**src/hw/rtl/y2bgr_pkg.sv**
```systemverilog
// Shared types and constants of the semi-planar quad to BGR converter.
package y2bgr_pkg;

	// One 2x2 quad of a semi-planar 4:2:0 frame.
	typedef struct packed {
		logic [7:0] luma_top_left;
		logic [7:0] luma_top_right;
		logic [7:0] luma_bottom_left;
		logic [7:0] luma_bottom_right;
		logic [7:0] chroma_first;
		logic [7:0] chroma_second;
		logic       end_of_frame;
	} quad_t;

	// One converted and normalized pixel.
	typedef struct packed {
		logic [1:0]         pixel_position;
		logic [7:0]         blue;
		logic [7:0]         green;
		logic [7:0]         red;
		logic signed [31:0] norm_blue;
		logic signed [31:0] norm_green;
		logic signed [31:0] norm_red;
		logic               last_of_quad;
		logic               frame_done;
	} pixel_t;

	// Chroma contribution of one color channel.
	typedef logic signed [15:0] term_t;

	// Classified quad as it waits in the queue between front and back.
	typedef struct packed {
		logic [3:0][7:0] luma;
		term_t           red_term;
		term_t           green_term;
		term_t           blue_term;
		logic            end_of_frame;
	} job_t;

	// Configuration register file.
	typedef struct packed {
		logic               chroma_order;
		logic signed [31:0] scale_blue;
		logic signed [31:0] scale_green;
		logic signed [31:0] scale_red;
		logic signed [31:0] bias_blue;
		logic signed [31:0] bias_green;
		logic signed [31:0] bias_red;
	} cfg_t;

	localparam int CFG_INDEX_W = 3;
	localparam int CFG_DATA_W  = 32;

	localparam logic [CFG_INDEX_W-1:0] REG_CHROMA_ORDER = 3'd0;
	localparam logic [CFG_INDEX_W-1:0] REG_SCALE_BLUE   = 3'd1;
	localparam logic [CFG_INDEX_W-1:0] REG_SCALE_GREEN  = 3'd2;
	localparam logic [CFG_INDEX_W-1:0] REG_SCALE_RED    = 3'd3;
	localparam logic [CFG_INDEX_W-1:0] REG_BIAS_BLUE    = 3'd4;
	localparam logic [CFG_INDEX_W-1:0] REG_BIAS_GREEN   = 3'd5;
	localparam logic [CFG_INDEX_W-1:0] REG_BIAS_RED     = 3'd6;

	localparam logic signed [31:0] SCALE_RESET = 32'sd65536;

	localparam logic [1:0] POS_LAST = 2'd3;

endpackage

```
**src/hw/rtl/yuv420sp_quad_to_normalized_bgr_unit.sv**
```systemverilog
// Top level of the semi-planar 4:2:0 quad to normalized BGR converter.
//
// A quad (four luma bytes and the shared chroma pair) is taken in as a
// transaction on any clock edge where start is high and busy is low. Each
// quad yields four pixel transactions in the order top-left, top-right,
// bottom-left, bottom-right, each shown for exactly one cycle with
// pixel_valid high; the receiver cannot stall them, so it must take every
// pixel in the cycle it appears. The pixels of one quad always come back to
// back. The sustained rate is set by the single pixel datapath in the back
// end, which handles one pixel per cycle. A short queue (QUEUE_DEPTH quads)
// sits between the front end and the back end, so up to that many quads can
// be accepted in consecutive cycles before busy rises. The first pixel of a
// quad that finds the pipeline empty passes from its queue slot through the
// stage 1, stage 2 and stage 3 registers to the pixel output register.
// Configuration registers are written over the cfg channel, which is always
// ready; they must only be changed while no quad is in flight. Writes to
// indexes beyond the register list are ignored.
module yuv420sp_quad_to_normalized_bgr_unit import y2bgr_pkg::*; #(
	parameter int QUEUE_DEPTH = 2
) (
	input  logic                   clk,
	input  logic                   arst_n,
	input  logic                   start,
	output logic                   busy,
	input  quad_t                  quad,
	input  logic                   cfg_valid,
	output logic                   cfg_ready,
	input  logic [CFG_INDEX_W-1:0] cfg_index,
	input  logic [CFG_DATA_W-1:0]  cfg_data,
	output logic                   pixel_valid,
	output pixel_t                 pixel
);

	cfg_t cfg_q;
	logic push;
	logic pop;
	logic empty;
	logic full;
	job_t push_job;
	job_t head;

	// The register file takes a write in any cycle.
	assign cfg_ready = 1'b1;

	always_ff @(posedge clk or negedge arst_n) begin
		if (!arst_n) begin
			cfg_q.chroma_order <= 1'b0;
			cfg_q.scale_blue   <= SCALE_RESET;
			cfg_q.scale_green  <= SCALE_RESET;
			cfg_q.scale_red    <= SCALE_RESET;
			cfg_q.bias_blue    <= '0;
			cfg_q.bias_green   <= '0;
			cfg_q.bias_red     <= '0;
		end else if (cfg_valid && cfg_ready) begin
			case (cfg_index)
				REG_CHROMA_ORDER: cfg_q.chroma_order <= cfg_data[0];
				REG_SCALE_BLUE:   cfg_q.scale_blue   <= cfg_data;
				REG_SCALE_GREEN:  cfg_q.scale_green  <= cfg_data;
				REG_SCALE_RED:    cfg_q.scale_red    <= cfg_data;
				REG_BIAS_BLUE:    cfg_q.bias_blue    <= cfg_data;
				REG_BIAS_GREEN:   cfg_q.bias_green   <= cfg_data;
				REG_BIAS_RED:     cfg_q.bias_red     <= cfg_data;
				default: begin
				end
			endcase
		end
	end

	// The front end orders the chroma pair and forms the per-channel chroma
	// terms, so that the queue holds everything the pixel walk needs.
	y2bgr_front u_front (
		.start        (start),
		.quad         (quad),
		.chroma_order (cfg_q.chroma_order),
		.full         (full),
		.busy         (busy),
		.push         (push),
		.job          (push_job)
	);

	y2bgr_queue #(
		.DEPTH (QUEUE_DEPTH)
	) u_queue (
		.clk      (clk),
		.arst_n   (arst_n),
		.push     (push),
		.push_job (push_job),
		.pop      (pop),
		.head     (head),
		.empty    (empty),
		.full     (full)
	);

	// The back end reads the head quad once for each of its four pixels and
	// releases it on the last one.
	y2bgr_back u_back (
		.clk         (clk),
		.arst_n      (arst_n),
		.cfg         (cfg_q),
		.head        (head),
		.empty       (empty),
		.pop         (pop),
		.pixel_valid (pixel_valid),
		.pixel       (pixel)
	);

endmodule

```
**src/hw/rtl/y2bgr_front.sv**
```systemverilog
// Front end: accepts quads, clamps and orders chroma, and forms the chroma terms.
module y2bgr_front import y2bgr_pkg::*; (
	input  logic  start,
	input  quad_t quad,
	input  logic  chroma_order,
	input  logic  full,
	output logic  busy,
	output logic  push,
	output job_t  job
);

	localparam logic [7:0] CHROMA_MAX  = 8'd240;
	localparam term_t      CHROMA_MID  = 16'sd128;
	localparam term_t      RED_V       = 16'sd102;
	localparam term_t      GREEN_V     = -16'sd52;
	localparam term_t      GREEN_U     = -16'sd25;
	localparam term_t      BLUE_U      = 16'sd129;

	// Clamp to 240, then center on zero.
	function automatic term_t chroma_offset(input logic [7:0] c);
		logic [7:0] clamped;
		clamped = (c > CHROMA_MAX) ? CHROMA_MAX : c;
		return term_t'({8'd0, clamped}) - CHROMA_MID;
	endfunction

	term_t c_first;
	term_t c_second;
	term_t u;
	term_t v;

	always_comb begin
		c_first  = chroma_offset(quad.chroma_first);
		c_second = chroma_offset(quad.chroma_second);
		u        = chroma_order ? c_second : c_first;
		v        = chroma_order ? c_first : c_second;

		job.luma[0]      = quad.luma_top_left;
		job.luma[1]      = quad.luma_top_right;
		job.luma[2]      = quad.luma_bottom_left;
		job.luma[3]      = quad.luma_bottom_right;
		job.red_term     = v * RED_V;
		job.green_term   = v * GREEN_V + u * GREEN_U;
		job.blue_term    = u * BLUE_U;
		job.end_of_frame = quad.end_of_frame;
	end

	assign busy = full;
	assign push = start && !full;

endmodule

```
**src/hw/rtl/y2bgr_queue.sv**
```systemverilog
// Small job queue that decouples the front end from the pixel back end.
module y2bgr_queue import y2bgr_pkg::*; #(
	parameter int DEPTH = 2
) (
	input  logic clk,
	input  logic arst_n,
	input  logic push,
	input  job_t push_job,
	input  logic pop,
	output job_t head,
	output logic empty,
	output logic full
);

	localparam int PTR_W = (DEPTH > 1) ? $clog2(DEPTH) : 1;
	localparam int CNT_W = $clog2(DEPTH + 1);
	localparam logic [PTR_W-1:0] LAST_SLOT = PTR_W'(DEPTH - 1);
	localparam logic [CNT_W-1:0] CNT_FULL  = CNT_W'(DEPTH);

	job_t             slots_q [DEPTH];
	logic [PTR_W-1:0] wr_ptr_q;
	logic [PTR_W-1:0] rd_ptr_q;
	logic [CNT_W-1:0] count_q;

	assign empty = (count_q == '0);
	assign full  = (count_q == CNT_FULL);
	assign head  = slots_q[rd_ptr_q];

	always_ff @(posedge clk or negedge arst_n) begin
		if (!arst_n) begin
			wr_ptr_q <= '0;
			rd_ptr_q <= '0;
			count_q  <= '0;
		end else begin
			if (push) begin
				wr_ptr_q <= (wr_ptr_q == LAST_SLOT) ? '0 : wr_ptr_q + 1'b1;
			end
			if (pop) begin
				rd_ptr_q <= (rd_ptr_q == LAST_SLOT) ? '0 : rd_ptr_q + 1'b1;
			end
			if (push && !pop) begin
				count_q <= count_q + 1'b1;
			end else if (pop && !push) begin
				count_q <= count_q - 1'b1;
			end
		end
	end

	always_ff @(posedge clk) begin
		if (push) begin
			slots_q[wr_ptr_q] <= push_job;
		end
	end

	a_count_bound: assert property (@(posedge clk) disable iff (!arst_n)
		count_q <= CNT_FULL)
		else $error("queue count above depth");

	a_push_grows: assert property (@(posedge clk) disable iff (!arst_n)
		push && !pop |=> count_q == $past(count_q) + 1'b1)
		else $error("queue count did not grow on push");

	a_pop_nonempty: assert property (@(posedge clk) disable iff (!arst_n)
		pop |-> !empty)
		else $error("pop from empty queue");

endmodule

```
**src/hw/rtl/y2bgr_back.sv**
```systemverilog
// Back end: walks the four pixels of each queued quad through the color pipeline.
module y2bgr_back import y2bgr_pkg::*; (
	input  logic   clk,
	input  logic   arst_n,
	input  cfg_t   cfg,
	input  job_t   head,
	input  logic   empty,
	output logic   pop,
	output logic   pixel_valid,
	output pixel_t pixel
);

	typedef logic signed [16:0] sum_t;
	typedef logic signed [40:0] wide_t;

	localparam term_t LUMA_GAIN   = 16'sd74;
	localparam term_t LUMA_OFFSET = -16'sd1135;
	localparam wide_t SAT_MAX     = 41'sd2147483647;
	localparam wide_t SAT_MIN     = -41'sd2147483648;

	// Floor shift by 6, then clamp to a byte.
	function automatic logic [7:0] to_byte(input term_t t, input term_t c);
		sum_t        s;
		logic [10:0] q;
		s = sum_t'(t) + sum_t'(c);
		q = s[16:6];
		if (q[10]) begin
			return 8'd0;
		end else if (q[9:8] != 2'd0) begin
			return 8'd255;
		end
		return q[7:0];
	endfunction

	function automatic logic signed [31:0] sat32(input wide_t x);
		if (x > SAT_MAX) begin
			return 32'sh7fffffff;
		end else if (x < SAT_MIN) begin
			return 32'sh80000000;
		end
		return x[31:0];
	endfunction

	logic [1:0] pos_q;
	logic       issue;

	assign issue = !empty;
	assign pop   = issue && (pos_q == POS_LAST);

	always_ff @(posedge clk or negedge arst_n) begin
		if (!arst_n) begin
			pos_q <= '0;
		end else if (issue) begin
			pos_q <= pos_q + 1'b1;
		end
	end

	// Stage 1: luma term of the selected pixel.
	logic       valid_s1;
	term_t      t_s1;
	term_t      red_term_s1;
	term_t      green_term_s1;
	term_t      blue_term_s1;
	logic [1:0] pos_s1;
	logic       eof_s1;

	// Stage 2: saturated bytes.
	logic       valid_s2;
	logic [7:0] blue_s2;
	logic [7:0] green_s2;
	logic [7:0] red_s2;
	logic [1:0] pos_s2;
	logic       eof_s2;

	// Stage 3: scaled bytes.
	logic       valid_s3;
	logic [7:0] blue_s3;
	logic [7:0] green_s3;
	logic [7:0] red_s3;
	wide_t      prod_blue_s3;
	wide_t      prod_green_s3;
	wide_t      prod_red_s3;
	logic [1:0] pos_s3;
	logic       eof_s3;

	logic   pixel_valid_q;
	pixel_t pixel_q;

	always_ff @(posedge clk or negedge arst_n) begin
		if (!arst_n) begin
			valid_s1      <= 1'b0;
			valid_s2      <= 1'b0;
			valid_s3      <= 1'b0;
			pixel_valid_q <= 1'b0;
		end else begin
			valid_s1      <= issue;
			valid_s2      <= valid_s1;
			valid_s3      <= valid_s2;
			pixel_valid_q <= valid_s3;
		end
	end

	always_ff @(posedge clk) begin
		t_s1          <= term_t'({8'd0, head.luma[pos_q]}) * LUMA_GAIN + LUMA_OFFSET;
		red_term_s1   <= head.red_term;
		green_term_s1 <= head.green_term;
		blue_term_s1  <= head.blue_term;
		pos_s1        <= pos_q;
		eof_s1        <= head.end_of_frame;

		blue_s2  <= to_byte(t_s1, blue_term_s1);
		green_s2 <= to_byte(t_s1, green_term_s1);
		red_s2   <= to_byte(t_s1, red_term_s1);
		pos_s2   <= pos_s1;
		eof_s2   <= eof_s1;

		blue_s3       <= blue_s2;
		green_s3      <= green_s2;
		red_s3        <= red_s2;
		prod_blue_s3  <= wide_t'(cfg.scale_blue) * wide_t'({1'b0, blue_s2});
		prod_green_s3 <= wide_t'(cfg.scale_green) * wide_t'({1'b0, green_s2});
		prod_red_s3   <= wide_t'(cfg.scale_red) * wide_t'({1'b0, red_s2});
		pos_s3        <= pos_s2;
		eof_s3        <= eof_s2;

		pixel_q.pixel_position <= pos_s3;
		pixel_q.blue           <= blue_s3;
		pixel_q.green          <= green_s3;
		pixel_q.red            <= red_s3;
		pixel_q.norm_blue      <= sat32(prod_blue_s3 + wide_t'(cfg.bias_blue));
		pixel_q.norm_green     <= sat32(prod_green_s3 + wide_t'(cfg.bias_green));
		pixel_q.norm_red       <= sat32(prod_red_s3 + wide_t'(cfg.bias_red));
		pixel_q.last_of_quad   <= (pos_s3 == POS_LAST);
		pixel_q.frame_done     <= (pos_s3 == POS_LAST) && eof_s3;
	end

	assign pixel_valid = pixel_valid_q;
	assign pixel       = pixel_q;

	a_quad_contiguous: assert property (@(posedge clk) disable iff (!arst_n)
		pixel_valid_q && (pixel_q.pixel_position != POS_LAST) |=>
		pixel_valid_q && (pixel_q.pixel_position == $past(pixel_q.pixel_position) + 2'd1))
		else $error("pixels of a quad were not delivered back to back");

	a_last_flag: assert property (@(posedge clk) disable iff (!arst_n)
		pixel_valid_q |-> pixel_q.last_of_quad == (pixel_q.pixel_position == POS_LAST))
		else $error("last_of_quad does not match pixel position");

	a_done_on_last: assert property (@(posedge clk) disable iff (!arst_n)
		pixel_valid_q && pixel_q.frame_done |-> pixel_q.last_of_quad)
		else $error("frame_done outside the last pixel of a quad");

endmodule

```
**config.mk**
```make
export PLATFORM = sky130hd
export DESIGN_NAME = yuv420sp_quad_to_normalized_bgr_unit
export DESIGN_NICKNAME = d
export VERILOG_FILES = /design/src/hw/rtl/y2bgr_pkg.sv /design/src/hw/rtl/yuv420sp_quad_to_normalized_bgr_unit.sv /design/src/hw/rtl/y2bgr_front.sv /design/src/hw/rtl/y2bgr_queue.sv /design/src/hw/rtl/y2bgr_back.sv
export SDC_FILE = /design/constraint.sdc
export NUM_CORES = 2
export LEC_CHECK = 0
export ABC_AREA = 0
export BUFFER_PORTS_ARGS = -buffer_cell sky130_fd_sc_hd__buf_4
export CORE_MARGIN = 2
export CORE_UTILIZATION = 65
export CTS_BUF_LIST = sky130_fd_sc_hd__clkbuf_4 sky130_fd_sc_hd__clkbuf_8
export CTS_CLUSTER_DIAMETER = 100
export DETAILED_ROUTE_END_ITERATION = 10
export GPL_TIMING_DRIVEN = 0
export PLACE_DENSITY = 0.79
export SYNTH_ARGS = -nofsm -noshare
export SYNTH_HDL_FRONTEND = slang
export SYNTH_SLANG_ARGS = --single-unit
```
**constraint.sdc**
```tcl
create_clock -name clk -period 14.55 [get_ports clk]
set_input_delay 3.6375 -clock clk [delete_from_list [all_inputs] [get_ports clk]]
set_output_delay 3.6375 -clock clk [all_outputs]
set_load 0.01 [all_outputs]
```
======== After elaboration in Yosys (flattened, before gate mapping) ========
Memory sizes are Yosys's and may differ from the RTL's.
Index checks and enable logic that the tools add are counted.
storage, ports and cells
  RAM bits ................................ 160
  latch bits .............................. 0
  memories ................................ 1
  register bits ........................... 571
  logic and storage cells ................. 149
  bits in read-only memories .............. 0
  output and inout port bits .............. 127
memory list
  name             depth  bits a word  read ports  clocked after Yosys merged registers in  write ports  line               source
  u_queue.slots_q  2      80           1           0                                        1            y2bgr_queue.sv:20  job_t slots_q [DEPTH];
operators by class
  mux-type cells .......................... 42
  multiply operators ...................... 8
  equal/unequal tests ..................... 9
  divide/modulo/power cells ............... 0
  bitwise gates (word level) .............. 0
  reductions and logical operators ........ 22
  shift-type cells ........................ 0
  magnitude comparators ................... 9
  add/sub/neg operators ................... 15
operators by type and width
  cell                                                                    count
  32-bit two-way mux                                                      9
  41-bit by 32-bit adder with 41-bit output                               3
  41-bit by 32-bit > comparator with 1-bit output, second input constant  3
  41-bit by 32-bit < comparator with 1-bit output, second input constant  3
  32-bit by 9-bit multiplier with 41-bit output                           3
  8-bit two-way mux                                                       12
  16-bit by 16-bit adder with 17-bit output                               3
  16-bit two-way mux                                                      2
  8-bit by 8-bit subtractor with 9-bit output, second input constant      2
  16-bit by 12-bit adder with 16-bit output, second input constant        1
  16-bit adder                                                            1
  8-bit binary-select mux with 2-bit select                               1
  8-bit > comparator, second input constant                               2
  16-bit by 5-bit multiplier with 14-bit output, second input constant    1
  16-bit by 6-bit multiplier with 16-bit output, second input constant    1
  16-bit by 7-bit multiplier with 15-bit output, second input constant    1
  16-bit by 9-bit multiplier with 16-bit output, second input constant    1
  1-bit two-way mux                                                       16
  8-bit by 6-bit multiplier with 14-bit output, second input constant     1
  2-bit AND reduction                                                     7
  3-bit == test, second input constant                                    3
  2-bit nonzero test                                                      4
  2-bit == test, second input constant                                    3
  3-bit by 2-bit == test with 1-bit output, second input constant         2
  other kinds (10)                                                        20

======== Longest topological paths before layout ========
  depth after elaboration ................. 7
  mapped depth ............................ 27
  gate-level depth less buffers ........... 26

======== Modules after synthesis ========
From an unflattened synthesis, not the netlist that was laid out.
unflattened totals
  cells, all modules ...................... 5937
  area, all modules ....................... 61108.6 um^2
by module, submodules not included
  module                                times used  cells each  sequential area each (um^2)  area an instance (um^2)
  y2bgr_back                            1           4795        7497.2                       43216.4
  yuv420sp_quad_to_normalized_bgr_unit  1           417         4833.4                       7438.4
  y2bgr_queue                           1           268         4964.8                       6431.2
  y2bgr_front                           1           457         0.0                          4022.6

======== Least setup slack after synthesis ========
Ideal clock, no wire load.
  kind .................................... input port to flip-flop
  start ................................... in quad[16] (netlist bit)
  end ..................................... mem u_queue.slots_q[0][32] (netlist bit) (data pin)
  setup slack ............................. 5.345 ns
  arrival ................................. 8.940 ns
  stages on the path ...................... 21
  required time ........................... 14.285 ns
  buffers on the path ..................... 0
  setup time .............................. 0.265 ns
  path through ............................ mux2i_1 -> ha_1 -> ha_1 -> inv_1 -> fa_1 -> inv_1 -> ha_1 -> xor2_1 -> ha_1 -> fa_1 -> inv_1 -> fa_1 -> inv_1 -> ha_1 -> inv_1 -> o21bai_1 -> a21oi_1 -> o21bai_1 -> a21oi_1 -> o21ai_0 -> xnor2_1
RTL lines
  what             line                                        source
  start, declared  yuv420sp_quad_to_normalized_bgr_unit.sv:25  input quad_t quad,
  end, declared    y2bgr_queue.sv:20

==> summary.md <==
| Metric | Value |
|---|---|
| Mapped cell area | 0.0593 mm^2 |
| First-pass GRT wire length | 230000 um |
| I/O pin cnt | 215 |
| Status | completed |
| Initial Util | 0.657 |
| Critical setup path kind | input port to flip-flop |
| Reg2Reg Depth | 21 |
| Max-Slew Margin vs Limit | 0.111 |
| Ys Warns | 0 |
| Placement Setup Slack | 4850 ps |
| Antenna Nets Post-Route | 0 |
| CP max FO | 8 |
| Clock Pin Slew Worst Setup and Hold Paths | 60 ps |
| Pin slew with the least headroom to its limit | 1320 ps |
| Maxcap violations | 0 |
| DRT Pass-1 Iters | 5 |
| Nets | 7355 |
| Routed via count | 41800 |
| Final setup violation count | 0 |
| Root buffer cell | clkbuf_8 |
| End of the worst hold path | u_back.pixel[100] |
| Final period util | 0.612 |
| RSZ-0062 raised after global routing | no |
| FF-to-FF setup slack | 6760 ps |
| Worst EP required | 15090 ps |
| CTS Sinks | 726 |
| Num rows | 110 |
| Clock Skews | 35.9 ps |
| Area share of the largest cell type after synthesis | 0.218 |
| R2r endpoint | u_back.prod_blue_s3[39] |
| Max clock buf depth | 3 |
| Syn avg cell area | 10.3 um^2 |
| Via density | 5.67 |
| DRC Markers | 0 |
| Vias in the first global route | 43500 |
| Core ar. | 0.0901 mm^2 |
| Post-synthesis register bit count | 726 |
| Die width | 306 um |
| GRT overflow | 0 |
| Final TNS setup | 0 ps |
| WP data arrival | 9450 ps |
| Top cells by count, synth | inv_1, fa_1, ha_1 |
| Synth unique cells | 80 |
| Hold buffers post-CTS | 0 |
| CTS tree | yes |
| CTS resizes | 0 |
| Drt wl/cell | 19.4 um |
| HP Class | flip-flop to flip-flop |
| Fmax | 112 MHz |
| Share of cells above drive strength 1 | 0.122 |
| Minimum clock period | 8910 ps |
| Syn nets | 7017 |
| Slew Viols, Final | 0 |
| Num CTS Buffers | 118 |
| Latest clock arrival within the worst-skew pair | 810 ps |
| Die height | 306 um |
| Seq/Total Area, Yosys | 0.289 |
| Worst Setup End Kind | flip-flop |
| DRT iter0 DRCs | 2499 |
| Reg-to-Reg Start | u_back.blue_s2[1] |
| Async SR Flop Fraction | 0.280 |
| GRT Resource Usage Total | 0.315 |
| Fillers | 6668 |
| Final Hold Viols | 0 |
| Initial antenna violation count | 15 |
| IO buf count | 211 |
| Die ar. | 0.0936 mm^2 |
| Top cells by area, synth | fa_1, dfxtp_1, ha_1 |
| Syn Inst Count | 5745 |
| Number of setup buffers added after CTS | 0 |
| Top-count cell post-synth | inv_1 |
| Multi-input gate area | 0.0380 mm^2 |
| Synth area leader | fa_1 |
| Register area | 0.0171 mm^2 |
| Syn-to-layout area delta | 10.1% |
| HP Start | u_back.red_s3[2] |
| WHS Path Cells | 0 |
| Pin count of the biggest net entering global routing | 81 |
| Primary FF master, synth | dfxtp_1 |
| Final HPWL DP | 113000 um |
| GP Congestion | 0.936 |
| H-tree levels | 3 |
| Startpoint types | input port |
| EDFF count, synth | 158 |
| Final WS setup | 5640 ps |
| Total Wirelength | 143000 um |
==> registers in the layout (all words and copies together) (netlist names), 15 cells and up <==
register	count
cfg_q	193
u_back.prod_blue_s3	41
u_back.pixel	124
u_back.t_s1	15
u_back.red_term_s1	15
u_back.prod_green_s3	41
u_back.green_term_s1	16
u_back.blue_term_s1	15
u_queue.slots_q	158
u_back.prod_red_s3	41
==> worst max path at each step <==
stage / start / endpoint / slack (ps) / cells after the start
6_report: quad[13] / u_queue.slots_q[1][32] / 5640 / 26
5_1_grt: quad[7] / u_queue.slots_q[1][32] / 5230 / 26
4_1_cts: quad[13] / u_queue.slots_q[1][32] / 5680 / 26
3_5_place_dp: quad[13] / u_queue.slots_q[0][32] / 4850 / 26
3_3_place_gp: quad[16] / u_queue.slots_q[0][32] / 4540 / 21
2_1_floorplan: quad[16] / u_queue.slots_q[0][32] / 5340 / 21
==> layout by cell type, fill, tap and decap left out, drive strengths merged, types with 53 or more instances in the layout <==
cell type / synthesis / routed
buf: 14 / 232
xnor2: 199 / 199
nand3: 53 / 53
and2: 509 / 509
nand2: 391 / 391
nor2: 130 / 130
clkbuf: 147 / 322
xor2: 97 / 97
a21o: 186 / 186
o21bai: 56 / 56
fa: 646 / 646
ha: 538 / 538
dfrtp: 200 / 200
a21oi: 238 / 238
dfxtp: 365 / 365
inv: 929 / 936
edfxtp: 158 / 158
mux2: 253 / 253
o21ai: 197 / 197
==> cell families (layout without fill, tap and decap cells) <==
family | count (synthesis) | count (layout) | synth area share
and+or+nand+nor | 1274 | 1274 | 0.111
adders and majority gates | 1184 | 1184 | 0.332
buffers and inverters | 1090 | 1533 | 0.0698
AOI/OAI and AO/OA | 899 | 899 | 0.0989
DFF | 726 | 726 | 0.289
xor gates and xnor gates | 296 | 296 | 0.0437
muxes | 275 | 275 | 0.0552
other | 1 | 14 | 0.0000633
==> metrics by stage <==
step / instances / cell area (um^2) / util / hold slack [ps]
after detailed placement: 7139 / 62500 / 0.693 / 313
after global placement: 7132 / 62300 / 0.691 / 310
final: 7377 / 65300 / 0.724 / 324
after floorplan: 5745 / 59300 / - / 310
after CTS: 7364 / 65200 / 0.724 / 320
after global routing: 7366 / 65200 / 0.724 / 332
==> worst max-delay path, stage by stage <==
cell and delay, ps:
buf_4 110, nand4_1 270, nand3_1 190, o21ai_0 200, ha_1 540, ha_1 190, o21ba_2 160, fa_1 490
inv_1 40, ha_1 300, inv_1 50, o21ai_0 280, xor2_1 220, ha_1 280, fa_1 550, inv_1 50
fa_1 470, inv_1 40, ha_1 310, inv_1 80, o21bai_1 80, a21oi_1 230, o21bai_1 90, a21oi_1 240
o21ai_0 150, xnor2_1 160
==> final cells by class <==
| class | count | share of cell area |
|---|---|---|
| Antenna cell | 13 | 0.000498 |
| Buffer | 161 | 0.00991 |
| Clock buffer | 175 | 0.0342 |
| Clock inverter | 50 | 0.00790 |
| Inverter | 929 | 0.0534 |
| Multi-Input combinational cell | 3929 | 0.582 |
| Sequential cell | 726 | 0.263 |
| Tap cell | 1176 | 0.0225 |
| Timing Repair Buffer | 218 | 0.0267 |
==> per-layer routing <==
metal,vias to the layer above,share of wire,track usage,wire length [um]
li1,19400,-,-,-
met1,20600,0.40,0.405,57800
met2,1501,0.46,0.511,66600
met3,340,0.079,0.0576,11300
met4,2,0.053,0.166,7530
met5,-,0.000091,0,13
Power is not shown: default switching activity piles up to over one toggle a cycle in this logic, so the estimate is an artifact.
